<file path="config.mk">
export PLATFORM = sky130hd
export DESIGN_NAME = ifs_affine
export DESIGN_NICKNAME = d
export VERILOG_FILES = /design/src/design/ifs_chaos_game_step_macros.svh /design/src/design/ifs_pkg.sv /design/src/design/ifs_affine.sv
export SDC_FILE = /design/constraint.sdc
export NUM_CORES = 2
export LEC_CHECK = 0
export BUFFER_PORTS_ARGS = -buffer_cell sky130_fd_sc_hd__buf_2
export CORE_UTILIZATION = 40
export DETAILED_ROUTE_END_ITERATION = 10
export SYNTH_ARGS = -nofsm -noshare
export SYNTH_HDL_FRONTEND = slang
export SYNTH_SLANG_ARGS = --single-unit
</file>
<file path="constraint.sdc">
create_clock -name vclk -period 28.7
set_input_delay 4.305 -clock vclk [all_inputs]
set_output_delay 4.305 -clock vclk [all_outputs]
set_load 0.02 [all_outputs]
</file>
<file path="src/design/ifs_chaos_game_step_macros.svh">
// Assertion macros for the chaos-game step block.
// Each macro expects clk_i and rst_ni in the scope where it is used.
`ifndef IFS_CHAOS_GAME_STEP_MACROS_SVH
`define IFS_CHAOS_GAME_STEP_MACROS_SVH

// Clocked check, off while reset is asserted.
`define IFS_ASSERT(label, prop, msg) \
  label: assert property (@(posedge clk_i) disable iff (!rst_ni) (prop)) else $error(msg);

// Clocked check that also holds during reset.
`define IFS_ASSERT_ALWAYS(label, prop, msg) \
  label: assert property (@(posedge clk_i) (prop)) else $error(msg);

`endif

</file>
<file path="src/design/ifs_pkg.sv">
// Shared types, constants and register codes for the chaos-game step block.
// No dependencies; every other file of the block but the macros header refers to it by scoped names.
`timescale 1ns / 1ps

package ifs_pkg;

  localparam int MAX_MAPS        = 4;
  localparam int COEF_BITS       = 16;
  localparam int POINT_BITS      = 24;

  localparam int NUM_SLOTS       = 4;
  localparam int MAP_IDX_BITS    = 2;
  localparam int SLOT_BITS       = 16;
  localparam int LIN_BITS        = 64;
  localparam int OP_BITS         = 49;
  localparam int PROB_LSB        = 32;
  localparam int PROB_BITS       = 17;
  localparam int RAND_BITS       = 16;
  localparam int PSUM_BITS       = PROB_BITS + 2;
  localparam int POINT_FRAC_BITS = 16;
  localparam int FRAC_BITS       = COEF_BITS - 2;

  localparam int CFG_IDX_BITS    = 4;
  localparam int CFG_DATA_BITS   = 64;

  localparam int PROD_BITS       = COEF_BITS + POINT_BITS;
  localparam int ACC_BITS        = PROD_BITS + 2;

  localparam logic signed [ACC_BITS-1:0] ACC_ROUND =
    ACC_BITS'(64'sd1 <<< (FRAC_BITS - 1));
  localparam logic signed [ACC_BITS-1:0] ACC_PT_MAX =
    ACC_BITS'((64'sd1 <<< (POINT_BITS - 1)) - 64'sd1);
  localparam logic signed [ACC_BITS-1:0] ACC_PT_MIN =
    ACC_BITS'(-(64'sd1 <<< (POINT_BITS - 1)));

  typedef logic [LIN_BITS-1:0]          lin_t;
  typedef logic [OP_BITS-1:0]           op_t;
  typedef logic signed [POINT_BITS-1:0] point_t;

  typedef enum logic [1:0] {
    CMD_STEP    = 2'd0,
    CMD_BURN    = 2'd1,
    CMD_RESTART = 2'd2
  } cmd_e;

  typedef enum logic [CFG_IDX_BITS-1:0] {
    REG_MAP0_LINEAR = 4'd0,
    REG_MAP0_OFFSET = 4'd1,
    REG_MAP1_LINEAR = 4'd2,
    REG_MAP1_OFFSET = 4'd3,
    REG_MAP2_LINEAR = 4'd4,
    REG_MAP2_OFFSET = 4'd5,
    REG_MAP3_LINEAR = 4'd6,
    REG_MAP3_OFFSET = 4'd7
  } reg_idx_e;

  typedef struct packed {
    logic                    hit;
    logic [MAP_IDX_BITS-1:0] idx;
  } pick_t;

endpackage

</file>
<file path="src/design/ifs_affine.sv">
// One output coordinate of an affine map: m0*x + m1*y + off, rounded half up
// to the point format and saturated. Depends on ifs_pkg.
`timescale 1ns / 1ps

module ifs_affine (
  input  logic [ifs_pkg::SLOT_BITS-1:0] m0_i,
  input  logic [ifs_pkg::SLOT_BITS-1:0] m1_i,
  input  logic [ifs_pkg::SLOT_BITS-1:0] off_i,
  input  ifs_pkg::point_t               x_i,
  input  ifs_pkg::point_t               y_i,
  output ifs_pkg::point_t               p_o
);

  logic signed [ifs_pkg::COEF_BITS-1:0] m0, m1, off;
  logic signed [ifs_pkg::PROD_BITS-1:0] prod0, prod1;
  logic signed [ifs_pkg::ACC_BITS-1:0]  acc, rnd, shr;

  assign m0  = signed'(m0_i[ifs_pkg::COEF_BITS-1:0]);
  assign m1  = signed'(m1_i[ifs_pkg::COEF_BITS-1:0]);
  assign off = signed'(off_i[ifs_pkg::COEF_BITS-1:0]);

  assign prod0 = m0 * x_i;
  assign prod1 = m1 * y_i;

  assign acc = ifs_pkg::ACC_BITS'(prod0) + ifs_pkg::ACC_BITS'(prod1)
             + (ifs_pkg::ACC_BITS'(off) <<< ifs_pkg::POINT_FRAC_BITS);
  assign rnd = acc + ifs_pkg::ACC_ROUND;
  assign shr = rnd >>> ifs_pkg::FRAC_BITS;

  always_comb begin
    if (shr > ifs_pkg::ACC_PT_MAX) begin
      p_o = ifs_pkg::ACC_PT_MAX[ifs_pkg::POINT_BITS-1:0];
    end else if (shr < ifs_pkg::ACC_PT_MIN) begin
      p_o = ifs_pkg::ACC_PT_MIN[ifs_pkg::POINT_BITS-1:0];
    end else begin
      p_o = shr[ifs_pkg::POINT_BITS-1:0];
    end
  end

endmodule

</file>
# Yosys cells after proc, flatten, opt, wreduce, memory -nomap -nowiden
# Cells that the tools add are included.
[word_totals]
register_bits = 0
input_bits = 96
output_inout_bits = 24
word_cells = 9
[classes]
n_addsub = 3
mul = 2
n_lt_le_gt_ge = 2
n_mux = 2
[ops]
columns = ["op", "count"]
rows = [
  ["16-bit by 24-bit multiplier with 40-bit output", 2],
  ["24-bit 2-to-1 mux", 2],
  ["41-bit by 32-bit adder with 42-bit output", 1],
  ["42-bit by 15-bit adder with 42-bit output, second input constant", 1],
  ["40-bit by 40-bit adder with 41-bit output", 1],
  ["28-bit by 24-bit greater-than comparator with 1-bit output, second input constant", 1],
  ["28-bit by 24-bit < comparator with 1-bit output, second input constant", 1],
]

# Logic depth before layout (Yosys ltp)
[logic_depth]
word_depth = 7
mapped_depth = 30
depth_no_buf = 28

# Worst setup path before layout
# Ideal clock, no wire load.
[synth_path]
kind = "input port to output port"
from = "input port m0_i[0] in the netlist's numbering"
to = "output port p_o[10]"
arrival_ns = 11.796
required_time_ns = 24.395
slack_ns = 12.599
path_stages = 27
n_path_buf = 2
cell_sequence = "clkbuf_1 > nand2_1 > fa_1 > fa_1 > inv_1 > fa_1 > inv_1 > fa_1 > inv_1 > fa_1 > fa_1 > inv_1 > fa_1 > fa_1 > inv_1 > ha_1 > a21o_1 > a21o_1 > a21oi_1 > nor2_1 > a211oi_1 > o31ai_4 > o31a_2 > xnor2_1 > o31a_1 > buf_2 > a21o_1"
[synth_via]
elab_chain_cells = 7
elab_cells_between_ends = 8
cone_classes = "3 x add/sub; 1 x mul; 2 x order compare; 2 x mux"
[synth_rtl]
columns = ["item", "line_no", "source"]
rows = [
  ["from (decl)", "ifs_affine.sv:6", "input logic [ifs_pkg::SLOT_BITS-1:0] m0_i,"],
  ["16-bit by 24-bit multiplier with 40-bit output (*)", "ifs_affine.sv:22", "assign prod0 = m0 * x_i;"],
  ["40-bit by 40-bit adder with 41-bit output (*)", "ifs_affine.sv:25", "assign acc = ifs_pkg::ACC_BITS'(prod0) + ifs_pkg::ACC_BITS'(prod1)"],
  ["41-bit by 32-bit adder with 42-bit output (*)", "ifs_affine.sv:26", "+ (ifs_pkg::ACC_BITS'(off) <<< ifs_pkg::POINT_FRAC_BITS);"],
  ["42-bit by 15-bit adder with 42-bit output (*)", "ifs_affine.sv:27", "assign rnd = acc + ifs_pkg::ACC_ROUND;"],
  ["28-bit by 24-bit < comparator with 1-bit output", "ifs_affine.sv:33", "end else if (shr < ifs_pkg::ACC_PT_MIN) begin"],
  ["24-bit 2-to-1 mux", "ifs_affine.sv:33", ""],
  ["24-bit 2-to-1 mux (*)", "ifs_affine.sv:31", "if (shr > ifs_pkg::ACC_PT_MAX) begin"],
  ["to (decl)", "ifs_affine.sv:11", "output ifs_pkg::point_t p_o"],
]
# Every way passes the cells marked *; elsewhere a longest branch is shown, timed or not.

# Final worst setup path
[layout_path]
from = "input port m0_i[0] in the netlist's numbering"
to = "output port p_o[22]"
# The elaborated chain is that of the path after synthesis.

==> flow_metrics.tcl <==
set metrics [dict create \
    grt_first_pass_wirelength_um 118500 \
    synth.cells.most_frequent "888 x sky130_fd_sc_hd__inv_1, 855 x sky130_fd_sc_hd__fa_1, 470 x sky130_fd_sc_hd__nand2_1" \
    final.setup.tns_ns 0 \
    drt.antenna.violating_nets 0 \
    grt.total_usage 0.2178 \
    finalHoldViolCount 0 \
    synth_simple_gate_area_frac 0.1402 \
    ys_top_cells_by_area "sky130_fd_sc_hd__fa_1 61%, sky130_fd_sc_hd__inv_1 12%, sky130_fd_sc_hd__ha_1 7.2%" \
    report.final.slew_viol_count 0 \
    fp.dieArea_um2 71480 \
    detailedRoute.firstIterationViolations 928 \
    sum_of_net_half_perimeters_after_detailed_placement_um 62110 \
    synth_adder_area_share 0.6796 \
    drt_wl_total_um 72230 \
    sequential_fraction_of_the_synthesis_area 0 \
    placementRows 96 \
    maximum_number_of_pins_on_one_net_before_global_route_repair 26 \
    numSequentialCells 0 \
    yosys.area_share.xor_xnor 0.01306 \
    syn_nets 4137 \
    gp_congestion 0.9890 \
    setup-violations-final 0 \
    post_route_drc 0 \
    synthMostInstantiatedCell "sky130_fd_sc_hd__inv_1" \
    design.core.area_um2 69190 \
    synth_top_cell_by_area "sky130_fd_sc_hd__fa_1" \
    synth.top_cell.area_share 0.6077 \
    routedWlPerCell_um 18.26 \
    synth-warning-count 0 \
    worstPathRequired_ns 24.40 \
    type_of_element_capturing_the_critical_path "primary output" \
    area_delta_synth_final_pct 4.615 \
    dieHeight_um 267.4 \
    layout.area.seq_um2 0 \
    status "finished clean" \
    setup.worst_path.start_class "input port" \
    nNetsFinal 4138 \
    worstHoldPathType "input port to primary output" \
    fraction_of_layout_cells_with_a_size_suffix_above_1 0.04400 \
    timing_worst_slew_pin_value_ns 1.197 \
    initial_antenna_violation_count 0 \
    final-instance-count-excl-fill 3955 \
    vias 19280 \
    per_instance_average_area_after_synthesis_um2 9.314 \
    synthesis.area_um2 28170 \
    synth_top_family_by_area "adder cells" \
    synth_compound_gate_area_share 0.03172 \
    global_route.overflow_total 0 \
    pin_count 120 \
    timing.fmax_ghz 0.05558 \
    synth.mux.area_fraction 0 \
    timing.final.crit_period_ns 17.99 \
    worst_slew_margin_rel 0.2022 \
    critPathMaxFanout 24 \
    netlist_instances 3024 \
    postCtsSetupRepairBufs 0 \
    rsz0062_at_grt "no" \
    grt_pass1_vias 21870 \
    initial_core_util 0.4071 \
    crit_type "input port to primary output" \
    cts_hold_repair.buffers 0 \
    dpl.cell_count 3954 \
    fillCellCount 6999 \
    min_period_over_period 0.6269 \
    worstHoldPathCells 9 \
    critical_path_arrival_ns 13.69 \
    yosys.cell_types.count 51 \
    drt_pass1_iterations 6 \
    die_w_um 267.4 \
    port_buffers 120 \
    cts_resized 0 \
    nClkBuffers 0 \
    drt-vias-per-instance 4.874 \
    cap_viol_max_count 0 \
]
[routing by layer]
layer,vias to the layer above,global-route usage,part of all wire
met2,404,0.4213,0.56
li1,8462,-,-
met1,10310,0.2552,0.37
met3,104,0.01444,0.036
met5,-,0,0
met4,0,0.06384,0.036
[critical path, stage by stage]
cell	delay (ns)
sky130_fd_sc_hd__buf_2	0.41
sky130_fd_sc_hd__nand2_1	0.52
sky130_fd_sc_hd__fa_1	0.63
sky130_fd_sc_hd__fa_1	0.54
sky130_fd_sc_hd__inv_1	0.07
sky130_fd_sc_hd__fa_1	0.54
sky130_fd_sc_hd__inv_1	0.19
sky130_fd_sc_hd__fa_1	0.52
sky130_fd_sc_hd__inv_1	0.05
sky130_fd_sc_hd__fa_1	0.48
sky130_fd_sc_hd__fa_1	0.50
sky130_fd_sc_hd__fa_1	0.49
sky130_fd_sc_hd__inv_1	0.05
sky130_fd_sc_hd__fa_1	0.47
sky130_fd_sc_hd__inv_1	0.04
sky130_fd_sc_hd__ha_1	0.42
sky130_fd_sc_hd__nand2_1	0.17
sky130_fd_sc_hd__nor2_1	0.25
sky130_fd_sc_hd__and3_1	0.29
sky130_fd_sc_hd__o2111ai_1	0.34
sky130_fd_sc_hd__and2_4	0.32
sky130_fd_sc_hd__o31ai_4	0.32
sky130_fd_sc_hd__o31a_2	0.18
sky130_fd_sc_hd__xnor2_1	0.18
sky130_fd_sc_hd__o31a_1	1.00
sky130_fd_sc_hd__a41o_1	0.20
sky130_fd_sc_hd__buf_2	0.18
[logic make-up after synthesis]
kind of cell | after synthesis
adders and majority gates | 1017
buffers and inverters | 1011
and+or+nand+nor | 829
AOI/OAI and AO/OA | 125
xor gates and xnor gates | 42
[placed cells by master, fill, tap and decap left out, types with 10 or more instances in the layout]
cell type                  netlist  layout
sky130_fd_sc_hd__nand2b_1       21      21
sky130_fd_sc_hd__a21o_1         35      35
sky130_fd_sc_hd__xor2_1         14      14
sky130_fd_sc_hd__inv_1         888     888
sky130_fd_sc_hd__fa_1          855     855
sky130_fd_sc_hd__nor2b_1        10      10
sky130_fd_sc_hd__buf_2           2     120
sky130_fd_sc_hd__ha_1          162     162
sky130_fd_sc_hd__a21oi_1        29      29
sky130_fd_sc_hd__o21ai_0        18      18
sky130_fd_sc_hd__xnor2_1        28      28
sky130_fd_sc_hd__nand2_1       470     470
sky130_fd_sc_hd__nor2_1         27      27
sky130_fd_sc_hd__and2_1        266     266
[cell type report]
class,count,area (um2),share of cell area
multi-input combinational,2013,24350,0.8265
inverter,889,3337,0.1132
tap,931,1165,0.03953
timing repair buffer,121,608.1,0.02064
antenna,1,2.502,0.00008492
[through the flow]
stage | area (um2) | util | setup WS (ns) | hold WS (ns)
final | 29470 | 0.4259 | 10.71 | 9.910
after detailed placement | 29460 | 0.4259 | 10.93 | 9.894
after floorplan | 28170 | - | 12.60 | 9.327
after global placement | 29460 | 0.4259 | 10.95 | 9.898
after global routing | 29460 | 0.4259 | 10.25 | 9.984
after CTS | 29460 | 0.4259 | 10.90 | 9.900
[path summary, 6_finish.rpt]
check | from | endpoint | slack (ns)
setup / recovery | m0_i[0] | p_o[22] | 10.71
hold / removal | x_i[0] | p_o[0] | 9.91
