### src/design/ifs_chaos_game_step_macros.svh
// Assertion macros for the chaos-game step block.
// Each macro expects clk_i and rst_ni in the scope where it is used.
`ifndef IFS_CHAOS_GAME_STEP_MACROS_SVH
`define IFS_CHAOS_GAME_STEP_MACROS_SVH

// Clocked check, off while reset is asserted.
`define IFS_ASSERT(label, prop, msg) \
  label: assert property (@(posedge clk_i) disable iff (!rst_ni) (prop)) else $error(msg);

// Clocked check that also holds during reset.
`define IFS_ASSERT_ALWAYS(label, prop, msg) \
  label: assert property (@(posedge clk_i) (prop)) else $error(msg);

`endif

### src/design/ifs_pkg.sv
// Shared types, constants and register codes for the chaos-game step block.
// No dependencies; every other file of the block but the macros header refers to it by scoped names.
`timescale 1ns / 1ps

package ifs_pkg;

  localparam int MAX_MAPS        = 4;
  localparam int COEF_BITS       = 16;
  localparam int POINT_BITS      = 24;

  localparam int NUM_SLOTS       = 4;
  localparam int MAP_IDX_BITS    = 2;
  localparam int SLOT_BITS       = 16;
  localparam int LIN_BITS        = 64;
  localparam int OP_BITS         = 49;
  localparam int PROB_LSB        = 32;
  localparam int PROB_BITS       = 17;
  localparam int RAND_BITS       = 16;
  localparam int PSUM_BITS       = PROB_BITS + 2;
  localparam int POINT_FRAC_BITS = 16;
  localparam int FRAC_BITS       = COEF_BITS - 2;

  localparam int CFG_IDX_BITS    = 4;
  localparam int CFG_DATA_BITS   = 64;

  localparam int PROD_BITS       = COEF_BITS + POINT_BITS;
  localparam int ACC_BITS        = PROD_BITS + 2;

  localparam logic signed [ACC_BITS-1:0] ACC_ROUND =
    ACC_BITS'(64'sd1 <<< (FRAC_BITS - 1));
  localparam logic signed [ACC_BITS-1:0] ACC_PT_MAX =
    ACC_BITS'((64'sd1 <<< (POINT_BITS - 1)) - 64'sd1);
  localparam logic signed [ACC_BITS-1:0] ACC_PT_MIN =
    ACC_BITS'(-(64'sd1 <<< (POINT_BITS - 1)));

  typedef logic [LIN_BITS-1:0]          lin_t;
  typedef logic [OP_BITS-1:0]           op_t;
  typedef logic signed [POINT_BITS-1:0] point_t;

  typedef enum logic [1:0] {
    CMD_STEP    = 2'd0,
    CMD_BURN    = 2'd1,
    CMD_RESTART = 2'd2
  } cmd_e;

  typedef enum logic [CFG_IDX_BITS-1:0] {
    REG_MAP0_LINEAR = 4'd0,
    REG_MAP0_OFFSET = 4'd1,
    REG_MAP1_LINEAR = 4'd2,
    REG_MAP1_OFFSET = 4'd3,
    REG_MAP2_LINEAR = 4'd4,
    REG_MAP2_OFFSET = 4'd5,
    REG_MAP3_LINEAR = 4'd6,
    REG_MAP3_OFFSET = 4'd7
  } reg_idx_e;

  typedef struct packed {
    logic                    hit;
    logic [MAP_IDX_BITS-1:0] idx;
  } pick_t;

endpackage

### src/design/ifs_map_select.sv
// Map selection: first map whose running probability sum exceeds the fraction.
// Depends on ifs_pkg.
`timescale 1ns / 1ps

module ifs_map_select (
  input  ifs_pkg::op_t                   op_i [ifs_pkg::NUM_SLOTS],
  input  logic [ifs_pkg::RAND_BITS-1:0]  rand_frac_i,
  output ifs_pkg::pick_t                 pick_o
);

  logic [ifs_pkg::PSUM_BITS-1:0] sum;
  logic [ifs_pkg::PSUM_BITS-1:0] r_ext;

  assign r_ext = ifs_pkg::PSUM_BITS'(rand_frac_i);

  always_comb begin
    sum    = '0;
    pick_o = '0;
    for (int j = 0; j < ifs_pkg::MAX_MAPS; j++) begin
      sum = sum + ifs_pkg::PSUM_BITS'(op_i[j][ifs_pkg::PROB_LSB +: ifs_pkg::PROB_BITS]);
      if (!pick_o.hit && (r_ext < sum)) begin
        pick_o.hit = 1'b1;
        pick_o.idx = ifs_pkg::MAP_IDX_BITS'(j);
      end
    end
  end

endmodule

### config.mk
export PLATFORM = sky130hd
export DESIGN_NAME = ifs_map_select
export DESIGN_NICKNAME = d
export VERILOG_FILES = /design/src/design/ifs_chaos_game_step_macros.svh /design/src/design/ifs_pkg.sv /design/src/design/ifs_map_select.sv
export SDC_FILE = /design/constraint.sdc
export NUM_CORES = 1
export LEC_CHECK = 0
export BUFFER_PORTS_ARGS = -buffer_cell sky130_fd_sc_hd__clkbuf_2
export CAP_MARGIN = 20
export CORE_MARGIN = 4
export CORE_UTILIZATION = 30
export DETAILED_ROUTE_END_ITERATION = 8
export PLACE_DENSITY = 0.57
export RECOVER_POWER = 100
export SLEW_MARGIN = 10
export SYNTH_ARGS = -nofsm -noshare
export SYNTH_HDL_FRONTEND = slang
export SYNTH_SLANG_ARGS = --single-unit
### constraint.sdc
create_clock -name vclk -period 9.1
set_input_delay 1.82 -clock vclk [all_inputs]
set_output_delay 1.82 -clock vclk [all_outputs]
set_load 0.02 [all_outputs]
# Word level (Yosys, flattened, before mapping)

Cells that the tools add are included.

Reduce and logical (&&, ||, !) cells: 6
Muxes and demuxes: 4
Order comparisons: 4
Add/sub/neg operators: 3

Operator list:

| kind                                                    | count |
|---|---|
| 16-bit by 19-bit less-than comparator with 1-bit output | 2 |
| 18-bit by 17-bit adder with 19-bit output               | 1 |
| 19-bit by 17-bit adder with 19-bit output               | 1 |
| 17-bit by 17-bit adder with 18-bit output               | 1 |
| 16-bit by 18-bit less-than comparator with 1-bit output | 1 |
| 16-bit by 17-bit less-than comparator with 1-bit output | 1 |
| 3-bit two-way mux                                       | 4 |
| 1-bit logical AND                                       | 3 |
| 1-bit zero test                                         | 3 |

Output and inout port bits: 3
Register bits after elaboration: 0

# Longest topological paths before layout

Gate-level depths: netlist of run 1.

Depth after elaboration: 11
Gate-level depth with buffers: 32
Gate-level depth less buffers: 32

# Worst setup path after synthesis of run 1

Ideal clock, no wire load.

Path kind: input-to-output
Start: input op_i[130] (netlist name)
End: output pick_o[2] (netlist name)
Arrival: 7,375 ps
Stages: 30
Buffers on the path: 0
Required time: 7,280 ps
Slack: -95 ps
Path through: ha_1 > fa_1 > a211oi_1 > nor2_1 > o221ai_2 > nand2b_1 > a21o_1 > a21o_1 > a211o_1 > nor2b_1 > ha_1 > inv_1 > o21bai_1 > a21o_1 > xor2_1 > ha_1 > nand2_1 > or4_1 > a211o_1 > nand2_1 > xnor2_1 > ha_1 > and2_1 > a21boi_0 > nor2_1 > a21oi_1 > o41ai_1 > a211oi_1 > nand4_1 > or2_1

RTL lines:

| what               | RTL line            | text |
|---|---|---|
| start: declaration | ifs_map_select.sv:6 | `input ifs_pkg::op_t op_i [ifs_pkg::NUM_SLOTS],` |
| end: declaration   | ifs_map_select.sv:8 | `output ifs_pkg::pick_t pick_o` |

==> results.txt, run 1 <==
Hold Path Depth - 4
DRT iter0 DRCs - 238
Vias per std cell - 5.03
Post-Layout Cell Count - 918
WP data arrival - 7840 ps
Setup TNS Final - -1580 ps
Power per cell area - 209 nW/µm²
Post-synth cell types - 52
Routed wire length per instance - 14.2 µm
Seq/Total Area, Yosys - 0%
RSZ-0062 raised after global routing - yes
Drt total wl - 13100 µm
Hold_sp - op_i[195]
Row count - 41
Combinational share of power - 100.0%
CP required - 7280 ps
Post-Synthesis Cell Area - 3970 µm²
Final setup viols - 3
Die Y - 123 µm
Fmax achieved - 103 MHz
Hold_buf cts - 0
Top post-synthesis cells by count - ha_1, inv_1, a21oi_1
First-pass iteration count of the detailed router - 4
Period Utilization, post-route - 106%
Placed Cells - 899
YS warnings - 0
Synth Area per Inst - 7.56 µm²
Nets - 1079
Vias in the first global route - 4733
Top-area cell type share of the netlist area - 36.6%
Synth-to-layout area growth - 50.0%
Worst Hold Class - primary input to output pin
Clk_buf instances - 0
Switching share of power - 49.0%
Max Cap Viol - 0
Die footprint - 15100 µm²
Worst Tran Pin Value - 454 ps
Seq. cell area - 0 µm²
Syn_nets - 856
Share of layout cells above drive strength 1 - 36.7%
WHS Endpoint - pick_o[0]
Max-slew headroom - 68.9%
Worst vdd ir - 0.0763 mV
Critical-path maximum fanout - 5
Post-route DRC - 0
Fill count - 1288
Final min period - 9660 ps
DR vias - 4622
ANT cells - 0
Internal cell power - 635 µW
Port bufs - 87
Largest stage delay on the critical path - 520 ps
Leak pwr - 0.00317 µW
Crit Path Class - primary input to output pin
Crit path top cell by count - ha_1
Switching Power - 610 µW
Ports - 215
DIE WIDTH - 123 µm
Worst Setup End Kind - output pin
Routability cong. - 0.826
FFs & Latches - 0
Gr usage total - 17.0%
Outcome - finished, violations left
Count of pins over their slew limit - 0
CORE AREA - 12800 µm²
First-pass GRT wire length - 21300 µm
Critical path's slowest cell - or4_4
Initial Util - 31.1%
Routed Antenna Nets - 0
Startpoint types - primary input
Post-DP HPWL - 11400 µm
Clock Power Share - 0%
Fin. Hold Viols - 0
Remaining Overflow, GRT - 0
Most numerous cell in the Yosys netlist - ha_1
Failing checks - negative setup slack
Worst Slack Setup Final - -564 ps
Synth Instances - 525
Largest net degree at the start of global routing - 8
Top cells by area, synth - ha_1, xnor2_1, a21oi_1
Seq pwr share - 0%
Initial antenna violation count - 0
Synth area leader - ha_1
## placed cells by master (no fill, tap or decap), types with 12 or more instances in the layout
master / count
buf_4: 137
ha_1: 112
nand2_1: 23
a21o_1: 24
nand3_1: 12
xor2_1: 12
clkbuf_2: 82
a21oi_1: 43
nor2_1: 30
o21ai_0: 18
inv_1: 51
xnor2_1: 26
nand2b_1: 14
## metal layers
layer	share of wire (%)	up-vias	track usage, %
li1	-	2402	-
met1	46	2108	21.6
met2	48	98	31.4
met3	5.4	14	2.10
met4	1.2	0	2.15
met5	0	-	0
## stage by stage
step / util (%) / setup WS, ps / cell area [µm²] / total power, µW / hold WS, ps
3_5_place_dp: 43.1 / -948 / 5510 / 1100 / 4170
5_1_grt: 46.6 / -829 / 5950 / 1390 / 4260
4_1_cts: 45.8 / -488 / 5850 / 1220 / 4220
3_3_place_gp: 43.1 / -902 / 5510 / 1060 / 4140
2_1_floorplan: - / -9.74 / 3980 / 691 / 3920
6_report: 46.6 / -564 / 5950 / 1240 / 4220
## worst max-delay path, delay by kind of cell
family	cells	cell delay, ps
xor gates and xnor gates	3	440
and+or+nand+nor	10	1710
AOI/OAI and AO/OA	11	2120
buffers and inverters	2	250
adders and majority gates	5	1530
## kinds of logic after synthesis
group	after synthesis	synth area share (%)
xor+xnor	44	9.71
compound gates	177	30.4
simple gates	128	16.2
fa+ha+maj	119	38.1
buf+inv	56	5.30
mux	1	0.252
## worst max-delay path by stage
stage | from | end | slack (ps) | cells after the start
floorplan | op_i[130] | pick_o[2] | -10 | 30
global placement | op_i[131] | pick_o[2] | -900 | 34
detailed placement | op_i[131] | pick_o[2] | -950 | 34
CTS | op_i[179] | pick_o[2] | -490 | 32
global route | op_i[181] | pick_o[2] | -830 | 34
finish | op_i[179] | pick_o[2] | -560 | 31
## cell type report
class / count / area (µm²) / share of cell area (%)
Inverter: 52 / 195 / 3.28
Tap cell: 172 / 215 / 3.61
Multi-Input combinational cell: 469 / 4020 / 67.6
Timing Repair Buffer: 225 / 1520 / 25.5
## power groups by stage
stage / Combinational (µW) / Clock (µW) / Sequential (µW)
5_1_grt: 1390 / 0 / 0
4_1_cts: 1220 / 0 / 0
2_1_floorplan: 691 / 0 / 0
3_3_place_gp: 1060 / 0 / 0
6_report: 1240 / 0 / 0
3_5_place_dp: 1100 / 0 / 0
## what timing repair did
action	4_1_cts	5_1_grt
buffers inserted	16	4
pin swaps	39	6
resized for setup	45	22
endpoints found under the setup margin	3	3
Power figures use the tool's default switching activity.
==> inputs of run 2 (changes only) <==
--- a/config.mk
+++ b/config.mk
@@ -10,6 +10,7 @@
 export CORE_MARGIN = 4
 export CORE_UTILIZATION = 30
 export DETAILED_ROUTE_END_ITERATION = 8
+export GPL_TIMING_DRIVEN = 0
 export PLACE_DENSITY = 0.57
 export RECOVER_POWER = 100
 export SLEW_MARGIN = 10
==> run 2 against run 1 <==
Net effect:
- the flow still finishes with violations (negative setup slack)
- die area unchanged
- sequential cell count unchanged
- design area down 12%
- hold slack worse by 56 ps
- critical path depth up 3
- highest routed layer unchanged
- first-iteration DRC count down 36%
==> results.txt, run 2 (synthesis results as in run 1) <==
Setup WS pre-CTS - -1170 ps (was -948 ps)
DRT iter0 DRCs - 153 (was 238)
Leak pwr - 0.00268 µW (was 0.00317 µW)
RSZ-0062 raised after global routing - yes (unchanged)
Routed Antenna Nets - 0 (unchanged)
Crit Path Class - primary input to output pin (unchanged)
Worst Tran Pin Value - 509 ps (was 454 ps)
Synth-to-layout area growth - 31.6% (was 50.0%)
Post-Layout Cell Count - 821 (was 918)
Hold_sp - op_i[195] (unchanged)
Remaining Overflow, GRT - 0 (unchanged)
Seq pwr share - 0% (about the same)
WP data arrival - 7830 ps (was 7840 ps)
Gr usage total - 15.6% (was 17.0%)
Vias per std cell - 5.17 (was 5.03)
Initial antenna violation count - 0 (unchanged)
Clock Power Share - 0% (about the same)
Largest stage delay on the critical path - 530 ps (was 520 ps)
Fmax achieved - 104 MHz (was 103 MHz)
Routed wire length per instance - 14.7 µm (was 14.2 µm)
Fin. Hold Viols - 0 (unchanged)
Seq. cell area - 0 µm² (unchanged)
Largest net degree at the start of global routing - 9 (was 8)
Final setup viols - 3 (unchanged)
Outcome - finished, violations left (unchanged)
DR vias - 4244 (was 4622)
FFs & Latches - 0 (unchanged)
Nets - 982 (was 1079)
Critical path's slowest cell - or4_4 (unchanged)
ANT cells - 0 (unchanged)
Ports - 215 (unchanged)
Final min period - 9650 ps (was 9660 ps)
CP required - 7280 ps (about the same)
Clk_buf instances - 0 (unchanged)
Initial Util - 31.1% (unchanged)
Worst vdd ir - 0.0704 mV (was 0.0763 mV)
Row count - 41 (unchanged)
First-pass GRT wire length - 19600 µm (was 21300 µm)
Internal cell power - 502 µW (was 635 µW)
Switching share of power - 52.5% (was 49.0%)
Critical-path maximum fanout - 3 (was 5)
Power per cell area - 202 nW/µm² (was 209 nW/µm²)
First-pass iteration count of the detailed router - 4 (unchanged)
Port bufs - 87 (unchanged)
Most common cell after layout, fill and taps aside - ha_1 (was buf_4)
Max-slew headroom - 65.2% (was 68.9%)
Failing checks - negative setup slack (unchanged)
Design Area, Final - 5220 µm² (was 5950 µm²)
Worst Hold Class - primary input to output pin (unchanged)
Share of layout cells above drive strength 1 - 27.1% (was 36.7%)
Footprint of the multi-input gates - 4040 µm² (was 4020 µm²)
Count of pins over their slew limit - 0 (unchanged)
Most frequent cells in the layout - ha_1, clkbuf_2, inv_1 (was buf_4, ha_1, clkbuf_2)
Worst Setup End Kind - output pin (unchanged)
Hold_buf cts - 0 (unchanged)
Post-route DRC - 0 (unchanged)
Combinational share of power - 100.0% (about the same)
Vias in the first global route - 4179 (was 4733)
Startpoint types - primary input (unchanged)
WHS Endpoint - pick_o[0] (unchanged)
Placed Cells - 784 (was 899)
Switching Power - 555 µW (was 610 µW)
Die footprint - 15100 µm² (unchanged)
Worst Slack Setup Final - -546 ps (was -564 ps)
Period Utilization, post-route - 106% (about the same)
DIE WIDTH - 123 µm (unchanged)
Hold Path Depth - 5 (was 4)
Fill count - 1307 (was 1288)
Post-DP HPWL - 10200 µm (was 11400 µm)
Die Y - 123 µm (unchanged)
Dpl cell area - 4630 µm² (was 5510 µm²)
Routability cong. - 0.813 (was 0.826)
CORE AREA - 12800 µm² (unchanged)
Max Cap Viol - 0 (unchanged)
Drt total wl - 12100 µm (was 13100 µm)
## run 2: cell count changes in the layout (fill, tap and decap cells not counted), sizes merged
cell / before / now
clkbuf: 83 / 86
buf: 142 / 42
## run 2: worst max-delay path by stage
| stage | slack (ps) | to | cells past startpoint | start |
|---|---|---|---|---|
| floorplan | -10 | pick_o[2] | 30 | op_i[130] |
| global placement | -1160 | pick_o[2] | 33 | op_i[131] |
| detailed placement | -1170 | pick_o[2] | 33 | op_i[131] |
| CTS | -460 | pick_o[2] | 32 | op_i[179] |
| global route | -880 | pick_o[2] | 34 | op_i[179] |
| finish | -550 | pick_o[2] | 34 | op_i[179] |
## run 2: final cells by class
cell class | instances | share of cell area [%]
tap | 172 | 4.12
multi-input combinational | 469 | 77.4
timing repair buffer | 125 | 14.5
buffer | 3 | 0.216
inverter | 52 | 3.74
## run 2: worst max-delay path, delay by kind of cell
| kind | cells | cell delay (ps) |
|---|---|---|
| AOI/OAI and AO/OA | 15 | 2660 |
| xor gates and xnor gates | 3 | 430 |
| adders and majority gates | 4 | 1090 |
| buffers and inverters | 4 | 490 |
| and+or+nand+nor | 8 | 1360 |
## run 2: layer usage
metal | global-route usage, % | up-vias | wire length [µm]
met1 | 21.1 | 1906 | 5700
met3 | 1.56 | 16 | 668
met2 | 27.7 | 118 | 5560
met4 | 1.80 | 0 | 150
met5 | 0 | - | 0
li1 | - | 2204 | -
## run 2: metrics by stage
stage | TNS [ps] | total power (µW) | hold slack [ps] | utilization, %
after floorplan | -9.74 | 691 | 3920 | -
after global placement | -3130 | 867 | 4150 | 36.2
after detailed placement | -3150 | 886 | 4160 | 36.2
after CTS | -1170 | 1010 | 4170 | 40.3
after global routing | -2480 | 1190 | 4210 | 40.9
final | -1460 | 1060 | 4170 | 40.9
## run 2: what timing repair did
action,in CTS,in global routing
gates resized for setup,47,15
setup endpoints to repair,3,3
pin swaps,53,24
buffers inserted,35,3
## run 2: power groups by stage
stage | clock network, µW | logic (µW) | registers [µW]
final | 0 | 1060 | 0
after global routing | 0 | 1190 | 0
after CTS | 0 | 1010 | 0
after detailed placement | 0 | 886 | 0
after global placement | 0 | 867 | 0
after floorplan | 0 | 691 | 0
